===== src/hdl/seq_pkg.sv =====
`default_nettype none
package seq_pkg;
    localparam int NUM_BANDS_DEF   = 10;
    localparam int SAMPLE_BITS_DEF = 16;
    localparam int COEF_DEPTH      = 64;
    localparam int COEF_AW         = 6;
    localparam int COEF_W          = 32;
    localparam int ACC_W           = 56;
    localparam int FRAC            = 28;
    localparam int ENABLE_BITS     = 10;
    localparam int CFG_AW          = 3;
    localparam int CFG_DW          = 16;

    localparam logic [CFG_AW-1:0] REG_BYTESWAP = 3'd0;
    localparam logic [CFG_AW-1:0] REG_PREAMP   = 3'd1;
    localparam logic [CFG_AW-1:0] REG_BANDEN   = 3'd2;
    localparam logic [CFG_AW-1:0] REG_LGAIN    = 3'd3;
    localparam logic [CFG_AW-1:0] REG_RGAIN    = 3'd4;

    localparam logic CMD_SAMPLE = 1'b0;
    localparam logic CMD_COEF   = 1'b1;

    typedef struct packed {
        logic        byteswap;
        logic [7:0]  preamp;
        logic [9:0]  band_en;
        logic [15:0] lgain;
        logic [15:0] rgain;
    } t_cfg;

    function automatic logic signed [ACC_W-1:0] sat56(input logic signed [ACC_W+3:0] v);
        logic signed [ACC_W+3:0] hi;
        logic signed [ACC_W+3:0] lo;
        begin
            hi = (ACC_W+4)'({1'b0, {(ACC_W-1){1'b1}}});
            lo = -hi - (ACC_W+4)'(1);
            if (v > hi) sat56 = hi[ACC_W-1:0];
            else if (v < lo) sat56 = lo[ACC_W-1:0];
            else sat56 = v[ACC_W-1:0];
        end
    endfunction
endpackage
`default_nettype wire


===== src/hdl/seq_delay_mem.sv =====
`default_nettype none
module seq_delay_mem
    import seq_pkg::*;
#(
    parameter int DEPTH = (NUM_BANDS_DEF + 1) * 4,
    parameter int AW    = $clog2((NUM_BANDS_DEF + 1) * 4)
) (
    input  wire logic                     i_clk,
    input  wire logic                     i_we,
    input  wire logic [AW-1:0]            i_waddr,
    input  wire logic signed [ACC_W-1:0]  i_wdata,
    input  wire logic [AW-1:0]            i_raddr,
    output logic signed [ACC_W-1:0]       o_rdata
);
    logic signed [ACC_W-1:0] r_mem [DEPTH];

    always_ff @(posedge i_clk) begin
        if (i_we) begin
            r_mem[i_waddr] <= i_wdata;
        end
        o_rdata <= r_mem[i_raddr];
    end
endmodule
`default_nettype wire


===== config.mk =====
export PLATFORM = sky130hd
export DESIGN_NAME = seq_delay_mem
export DESIGN_NICKNAME = d
export VERILOG_FILES = /design/src/hdl/seq_pkg.sv /design/src/hdl/seq_delay_mem.sv
export SDC_FILE = /design/constraint.sdc
export NUM_CORES = 2
export LEC_CHECK = 0
export ABC_AREA = 1
export ABC_CLOCK_PERIOD_IN_PS = 8700
export BUFFER_PORTS_ARGS = -buffer_cell sky130_fd_sc_hd__clkbuf_2
export CELL_PAD_IN_SITES_DETAIL_PLACEMENT = 0
export CELL_PAD_IN_SITES_GLOBAL_PLACEMENT = 1
export CORE_ASPECT_RATIO = 2
export CORE_UTILIZATION = 41
export CTS_BUF_LIST = sky130_fd_sc_hd__clkbuf_8
export DETAILED_ROUTE_END_ITERATION = 6
export HOLD_SLACK_MARGIN = 0.02
export PLACE_DENSITY = 0.69
export SLEW_MARGIN = 20
export SYNTH_ARGS = -nofsm -noshare
export SYNTH_HDL_FRONTEND = slang
export SYNTH_SLANG_ARGS = --single-unit

===== constraint.sdc =====
create_clock -name i_clk -period 8.7 [get_ports i_clk]
set_clock_uncertainty 0.05 [all_clocks]
set_input_delay 0.87 -clock i_clk [delete_from_list [all_inputs] [get_ports i_clk]]
set_output_delay 0.87 -clock i_clk [all_outputs]
set_load 0.1 [all_outputs]

==> results by group <==
Logic synthesis
  • Synth Register Bits: 2520
  • Syn Nets: 8074
  • Cell area after synthesis: 0.09991 mm^2
  • Ys flop type: edfxtp_1
  • Mapped Avg Cell Area: 12.48 um^2
  • Post-synth EDFFs: 2464
  • Leading area contributor after synthesis: edfxtp_1
  • Mapped Cells: 8004
  • Register area share after synthesis: 75.18%
  • Synth Warn #: 0
  • Yosys cell types: 21
  • Top post-synthesis cells by area: edfxtp_1 (74%), nand3_1 (9.2%), nand2_1 (8.3%)
  • Post-synth ARST share: 0%
  • Post-synth top area share: 74.05%

Cells and area
  • Area of the multi-input gates: 0.02178 mm^2
  • Layout Nets: 8147
  • Fillers: 22140
  • Most frequent cells in the layout: edfxtp_1 (2464), nand2_1 (2213), nand3_1 (1828), clkbuf_8 (381), nor2_1 (312)
  • Most common library cell in the layout ignoring fill and taps: edfxtp_1
  • Layout area overhead: 9.511%
  • Register area: 0.07511 mm^2
  • Share of cells above drive strength 1: 8.893%

Clocking
  • Clock Latency Late Sink: 0.96 ns
  • CTS tree: yes
  • H-tree levels: 5
  • CTS Buffer Depth: 4
  • Setup Fix Bufs, Post-CTS: 0
  • CTS Hold Bufs: 0
  • Num CTS Buffers: 336
  • CTS sink cnt: 2520
  • Reg clk slew, reported paths: 0.07 ns
  • Post_cts resized: 0
  • Clock Tree Root: clkbuf_8

Route
  • DR vias/cell: 5.701
  • Avg WL per Cell: 27.48 um
  • Via count: 65920
  • ANT nets after route: 0
  • Remaining DRCs: 0
  • Final wirelength: 317700 um
  • Drt first pass iters: 6
  • DRC marker count from the first detailed-route iteration: 6671

Worst setup path
  • Worst setup SP type: primary input
  • CP Cell Sequence: clkbuf_2 -> inv_1 -> nor2_1 -> nand3_1 -> nor2_4 -> buf_4 -> buf_4
  • CP Max Fanout: 23
  • Buffers & Inverters on Critical Path: 4
  • Critical path capture point type: flip-flop
  • Critical path data arrival time: 3.88 ns
  • Slowest CP cell: nor2_4
  • Top cell by count, worst path: buf_4
  • Slowest Stage Delay on Critical Path: 0.80 ns
  • Crit path max-delay family: simple AND/OR/NAND/NOR gates
  • Setup CP Type: in -> reg
  • Worst EP required: 9.25 ns

GRT
  • All-layer global routing usage: 25.46%
  • Total grt overflow: 0
  • Vias in the first global route: 64490
  • Pin count of the biggest net entering global routing: 183
  • Initial antenna violation count: 19
  • First-pass GRT wire length: 450500 um

Flow run
  • Max_cap viols: 0

Timing
  • Final setup TNS: 0 ns
  • Final Hold Viols: 0
  • Worst Tran Pin Value: 1.178 ns
  • Fmax: 299.8 MHz
  • RSZ-0062 raised after global routing: false
  • Final setup violating endpoints: 0
  • Fin crit period: 3.335 ns
  • Final slew viol count: 0
  • Worst setup margin: 5.365 ns
  • Max-slew headroom: 21.49%
  • Final Cycle Share: 38.33%

Floorplan
  • Die Width: 351.1 um
  • Number of cell rows: 256
  • I/O Pins: 126
  • Starting Density: 41.15%
  • Die area: 0.2458 mm^2
  • Die Y-Extent: 700.1 um
  • Placeable Area: 0.2428 mm^2

Pwr
  • Pwr/cell area: 216.3 mW/mm^2
  • Peak VDD IR: 0.1553 mV
  • Static leakage: 38.11 nW

Placed design
  • DP Wirelength: 156900 um
  • Gpl congestion: 0.8105
  • Buffers on Ports: 125
  • Worst slack, placed: 4.332 ns

Status
  • Outcome: complete, no violations

Min path
  • Worst hold path class: in -> reg
[tightest hold or removal path: cells and delay by family]
kind	cells	cell delay [ns]
buf+inv	1	0.30
simple gates	2	0.23
[metal layers]
metal	part of all wire [%]	track usage, %	wire (um)	vias to the layer above
li1	-	-	-	28750
met1	37	30.27	116600	33520
met2	52	45.60	165800	2946
met3	6.7	3.482	21340	699
met4	4.4	10.91	13850	10
met5	0.020	0	63	-
[logic make-up (layout without fill, tap and decap cells)]
| family | after synthesis | count (layout) | synth area share, % |
|---|---|---|---|
| AOI/OAI and AO/OA | 451 | 451 | 2.536 |
| buffers and inverters | 615 | 943 | 3.355 |
| DFF | 2520 | 2520 | 75.18 |
| other | 0 | 6 | 0 |
| and+or+nand+nor | 4418 | 4418 | 18.93 |
[final cells by class]
cell class                      instances  area share [%]
Sequential cell                      2520           68.65
Multi-Input combinational cell       4869           19.90
Clock buffer                          380           4.780
Tap cell                             3225           3.688
Timing Repair Buffer                  267           1.769
Clock inverter                        213          0.8839
Inverter                               83          0.3168
Antenna cell                            6         0.01372
[sequential cells by signal, summed over array words and instances (netlist names)]
register,flops
o_rdata,56
r_mem,2464
[path summary, 6_finish.rpt]
check        depth (start not counted)                       to  slack (ns)                    start
max                                  7  r_mem[23][28]$_DFFE_PP_        5.36               i_waddr[4]
min                                  3      o_rdata[29]$_DFF_P_        0.44               i_raddr[5]
max reg2reg                          8      o_rdata[35]$_DFF_P_        7.06   r_mem[1][35]$_DFFE_PP_
min reg2reg                          4      o_rdata[37]$_DFF_P_        0.63  r_mem[40][37]$_DFFE_PP_
[power breakdown]
part           switching (mW)  internal, mW  total, mW
Combinational            1.32         0.340       1.66
Sequential             0.0578          13.4       13.5
Clock                    4.41          4.11       8.52
Total                    5.79          17.9       23.7
[metrics by stage]
step / instance area [um^2] / util (%) / hold slack [ns] / cells / total power [mW]
after floorplan: 99910 / - / 0.5640 / 8004 / 14.78
after global placement: 103200 / 42.51 / 0.6022 / 10960 / 15.39
after detailed placement: 103200 / 42.51 / 0.6085 / 10960 / 15.41
after CTS: 109400 / 45.06 / 0.3811 / 11560 / 23.82
after global routing: 109400 / 45.06 / 0.4538 / 11560 / 24.36
final: 109400 / 45.07 / 0.4417 / 11560 / 23.67
[synth_stat cells (47+ instances only)]
cell type	number
nand3_1	1828
buf_1	50
edfxtp_1	2464
o21ai_0	252
buf_6	83
dfxtp_1	56
nor2_1	354
o22ai_1	52
clkbuf_1	179
nand2_1	2213
buf_2	172
o21ai_1	47
inv_1	79
(Power assumes the default switching activity.)
