===== src/hdl/seq_pkg.sv =====
`default_nettype none
package seq_pkg;
    localparam int NUM_BANDS_DEF   = 10;
    localparam int SAMPLE_BITS_DEF = 16;
    localparam int COEF_DEPTH      = 64;
    localparam int COEF_AW         = 6;
    localparam int COEF_W          = 32;
    localparam int ACC_W           = 56;
    localparam int FRAC            = 28;
    localparam int ENABLE_BITS     = 10;
    localparam int CFG_AW          = 3;
    localparam int CFG_DW          = 16;

    localparam logic [CFG_AW-1:0] REG_BYTESWAP = 3'd0;
    localparam logic [CFG_AW-1:0] REG_PREAMP   = 3'd1;
    localparam logic [CFG_AW-1:0] REG_BANDEN   = 3'd2;
    localparam logic [CFG_AW-1:0] REG_LGAIN    = 3'd3;
    localparam logic [CFG_AW-1:0] REG_RGAIN    = 3'd4;

    localparam logic CMD_SAMPLE = 1'b0;
    localparam logic CMD_COEF   = 1'b1;

    typedef struct packed {
        logic        byteswap;
        logic [7:0]  preamp;
        logic [9:0]  band_en;
        logic [15:0] lgain;
        logic [15:0] rgain;
    } t_cfg;

    function automatic logic signed [ACC_W-1:0] sat56(input logic signed [ACC_W+3:0] v);
        logic signed [ACC_W+3:0] hi;
        logic signed [ACC_W+3:0] lo;
        begin
            hi = (ACC_W+4)'({1'b0, {(ACC_W-1){1'b1}}});
            lo = -hi - (ACC_W+4)'(1);
            if (v > hi) sat56 = hi[ACC_W-1:0];
            else if (v < lo) sat56 = lo[ACC_W-1:0];
            else sat56 = v[ACC_W-1:0];
        end
    endfunction
endpackage
`default_nettype wire


===== src/hdl/seq_coef_mem.sv =====
`default_nettype none
module seq_coef_mem
    import seq_pkg::*;
(
    input  wire logic                      i_clk,
    input  wire logic                      i_we,
    input  wire logic [COEF_AW-1:0]        i_waddr,
    input  wire logic signed [COEF_W-1:0]  i_wdata,
    input  wire logic [COEF_AW-1:0]        i_raddr,
    output logic signed [COEF_W-1:0]       o_rdata
);
    logic signed [COEF_W-1:0] r_mem [COEF_DEPTH];

    always_ff @(posedge i_clk) begin
        if (i_we) begin
            r_mem[i_waddr] <= i_wdata;
        end
        o_rdata <= r_mem[i_raddr];
    end
endmodule
`default_nettype wire


===== config.mk =====
export PLATFORM = sky130hd
export DESIGN_NAME = seq_coef_mem
export DESIGN_NICKNAME = d
export VERILOG_FILES = /design/src/hdl/seq_pkg.sv /design/src/hdl/seq_coef_mem.sv
export SDC_FILE = /design/constraint.sdc
export NUM_CORES = 2
export LEC_CHECK = 0
export BUFFER_PORTS_ARGS = -buffer_cell sky130_fd_sc_hd__buf_2
export CAP_MARGIN = 0
export CORE_ASPECT_RATIO = 0.7
export CORE_MARGIN = 3
export CORE_UTILIZATION = 45
export DETAILED_ROUTE_END_ITERATION = 7
export HOLD_SLACK_MARGIN = 0.03
export PLACE_DENSITY_LB_ADDON = 0.12
export SLEW_MARGIN = 5
export SYNTH_ARGS = -nofsm -noshare
export SYNTH_HDL_FRONTEND = slang
export SYNTH_SLANG_ARGS = --single-unit

===== constraint.sdc =====
create_clock -name i_clk -period 4.2 [get_ports i_clk]
set_input_delay 0.21 -clock i_clk [delete_from_list [all_inputs] [get_ports i_clk]]
set_output_delay 0.21 -clock i_clk [all_outputs]
set_load 0.01 [all_outputs]

==> key figures <==
Outcome
  • Outcome: complete, no violations

Route
  • Total Routed Length: roughly 220000 µm
  • 1st-iter DRT viols: between 5000 and 6000
  • Number of vias in the routed layout: 37700
  • DR WL/cell: between 30 and 40 µm
  • Vias per cell: approximately 6.2
  • First-pass DRT Iterations: 6
  • DRC viols: 0
  • Antenna-violating nets left: 0

Timing
  • FMAX: roughly 330 MHz
  • Fin Setup TNS: 0 ns
  • Max Slew Vio Count: 0
  • Rel. slew slack: 10.3%
  • RSZ-0062 raised after global routing: no
  • Final Hold Viols: 0
  • Clock Skew: about 0.027 ns
  • Minimum clock period: a little over 3 ns
  • Setup violations, final: 0
  • Tcrit/Tclk final: 73.0%
  • Worst Tran Pin Value: approximately 1.3 ns

Layout
  • Layout Nets: ~3700
  • Layout cell share with drive strength beyond 1: 30.7%
  • Fillers: between 10000 and 15000
  • Area grow syn2layout: 14.2%

Yosys
  • Post-Synthesis Cells: 3324
  • Syn Nets: between 3000 and 4000
  • Mapped cell area: between 0.07 and 0.08 mm²
  • Synth warn: 0
  • Average cell area after synthesis: roughly 24 µm²
  • Synthesis-stage register bit count: 2080
  • Sequential fraction of the synthesis area: 79.1%
  • Post-synth cell types: 34

Clock network
  • Clk_lat worst skew: approximately 0.83 ns
  • Longest Clk Path Bufs: 3
  • Sink Count: 2080
  • Root buf cell: clkbuf_16
  • H-tree depth: 4
  • CTS tree: done
  • Number of buffers created by CTS: 190
  • Clk pin slew, worst setup/hold paths: approximately 0.060 ns
  • # resized after CTS: 0

Pwr
  • Peak supply drop: between 0.3 and 0.4 mV
  • Pleak: 27.9 nW
  • Total power: 42.6 mW
  • Pwr dens: ~470 mW/mm²

Floorplanning
  • Rows: about 130
  • Die Height: between 300 and 400 µm
  • Initial core utilization: between 40 and 50%
  • Die Wd: between 500 and 600 µm
  • Core area: 0.172 mm²
  • DIE AREA: ~0.18 mm²
  • Ports: slightly below 80

Placement
  • Gpl congestion: slightly above 0.8
  • DP HPWL: 124000 µm
  • Port Buffers: 77

GRT
  • Met2 usage: between 30 and 40%
  • Grt ovf: 0
  • Met1 usage: approximately 36%
  • Initial antenna violation count: 22
  • Vias in the first global route: roughly 38000
  • GR Util met3: under 10%
  • Total track usage: around 24%
  • Pin count of the biggest net entering global routing: between 70 and 80
  • Busiest grt layer: met2
  • First-pass GRT wire length: between 300000 and 400000 µm

Setup path
  • Crit path launch type: input pin
  • Worst path arrival time: between 3 and 4 ns
  • Crit path capture type: flip-flop
  • Req. time, crit path: about 4.9 ns
  • Critical Path Fanout Max: a little under 60
  • WS Path Type: in2reg

Flow run
  • Max-cap check violation count: 0

Worst hold path
  • Worst min path class: in2reg
## routing by layer
metal | wire length [µm] | up-vias
met5 | 27 | -
met4 | 5290 | 4
met3 | 18000 | 279
met2 | 102000 | 1791
met1 | 92700 | 20700
li1 | - | 14900
## cell families (layout without fill, tap and decap cells)
group,Yosys count,count (layout),synth area share (%)
AOI/OAI and AO/OA,202,202,1.67
buffers and inverters,182,662,1.13
DFF,2080,2080,79.1
muxes,637,637,16.8
other,0,5,0
and+or+nand+nor,223,223,1.27
## flip-flops by register name, indices dropped and copies added, names as in the netlist
| register | cells |
|---|---|
| r_mem | 2048 |
| o_rdata | 32 |
## per-stage QoR
stage	worst slack [ns]	cells	area [µm²]	hold WS, ns	utilization (%)
6_report	1.13	6131	89700	0.0719	52.1
5_1_grt	0.856	6128	89700	0.0679	52.0
3_5_place_dp	0.294	5746	83300	0.608	48.3
2_1_floorplan	0.830	3324	78500	0.309	-
3_3_place_gp	0.286	5746	83300	0.613	48.3
4_1_cts	1.14	6126	89600	0.0318	52.0
## path summary, 6_finish.rpt
path,startpoint,end,slack (ns),depth (start not counted)
worst min register to register,r_mem[12][20],o_rdata[20],0.78,4
worst max register to register,r_mem[44][0],o_rdata[0],1.63,4
worst max-delay path,i_raddr[1],o_rdata[1],1.13,8
worst min-delay path,i_wdata[18],r_mem[53][18],0.07,2
## cell usage in the layout, fill, tap and decap left out, drive strengths merged
cell type    Yosys  final
nand4            2      2
o32ai            4      4
o221ai          27     27
diode            0      5
edfxtp        2048   2048
nor3             7      7
nand2           26     26
clkbuf          74    252
a21oi           62     62
nor2b           15     15
or3b             5      5
nand3b           5      5
o22ai           84     84
a311oi           8      8
mux4           544    544
a31oi            1      1
clkinv           0     73
inv              0      9
a41o             4      4
a22oi           12     12
nand3            5      5
buf            108    282
nand4b           1      1
bufinv           0     16
nand2b           8      8
mux2i           93     93
and3             4      4
and2             2      2
nor2           137    137
or2              3      3
dlygate4sd3      0     24
or3              3      3
clkinvlp         0      6
dfxtp           32     32
## power by group
| group | leakage [nW] | switching [mW] | internal (mW) |
|---|---|---|---|
| sequential | 18.7 | 0.0919 | 23.0 |
| clock | 3.01 | 7.58 | 9.65 |
| combinational | 6.21 | 1.45 | 0.835 |
## critical path: stages
cell      delay [ns]
buf_8           0.59
buf_12          0.40
buf_4           0.34
mux4_2          0.56
o221ai_1        0.23
a21oi_1         0.19
a21oi_1         0.90
nor2_1          0.12
## synth_stat cells
cell type | count | share of area (%)
and2_1 | 2 | 0.016
or3b_1 | 2 | 0.022
nand2_1 | 26 | 0.12
buf_4 | 25 | 0.24
a311oi_1 | 8 | 0.089
o32ai_1 | 4 | 0.045
buf_6 | 5 | 0.072
or2_1 | 1 | 0.0080
mux2i_1 | 93 | 1.2
nand4b_1 | 1 | 0.011
or3b_2 | 3 | 0.033
a41o_1 | 4 | 0.051
and3_1 | 4 | 0.032
or3_1 | 3 | 0.024
or2_2 | 1 | 0.0080
or2_0 | 1 | 0.0080
clkbuf_1 | 74 | 0.35
buf_1 | 21 | 0.10
buf_2 | 57 | 0.36
o221ai_1 | 27 | 0.30
nand3b_1 | 5 | 0.048
nor3_1 | 7 | 0.045
o22ai_1 | 84 | 0.67
mux4_2 | 544 | 16
nor2_1 | 137 | 0.65
nand3_1 | 5 | 0.032
a31oi_1 | 1 | 0.0080
a22oi_1 | 12 | 0.11
a21oi_1 | 62 | 0.40
dfxtp_1 | 32 | 0.82
edfxtp_1 | 2048 | 78
nor2b_1 | 15 | 0.12
nand2b_1 | 8 | 0.064
nand4_1 | 2 | 0.016
## area by class of cell
type | instances | area [µm²] | share of cell area [%]
Antenna cell | 5 | 12.5 | 0.0140
Sequential cell | 2080 | 62100 | 69.3
Multi-Input combinational cell | 1062 | 16000 | 17.8
Tap cell | 2322 | 2910 | 3.24
Timing Repair Buffer | 306 | 2480 | 2.76
Clock buffer | 252 | 5160 | 5.76
Clock inverter | 104 | 993 | 1.11
## what timing repair did
| item | CTS | global route |
|---|---|---|
| setup buffers | 0 | 0 |
| hold buffers | 24 | 0 |
| endpoints found under the hold margin | 415 | 0 |
Note: power is estimated with default switching activity, not from simulation.
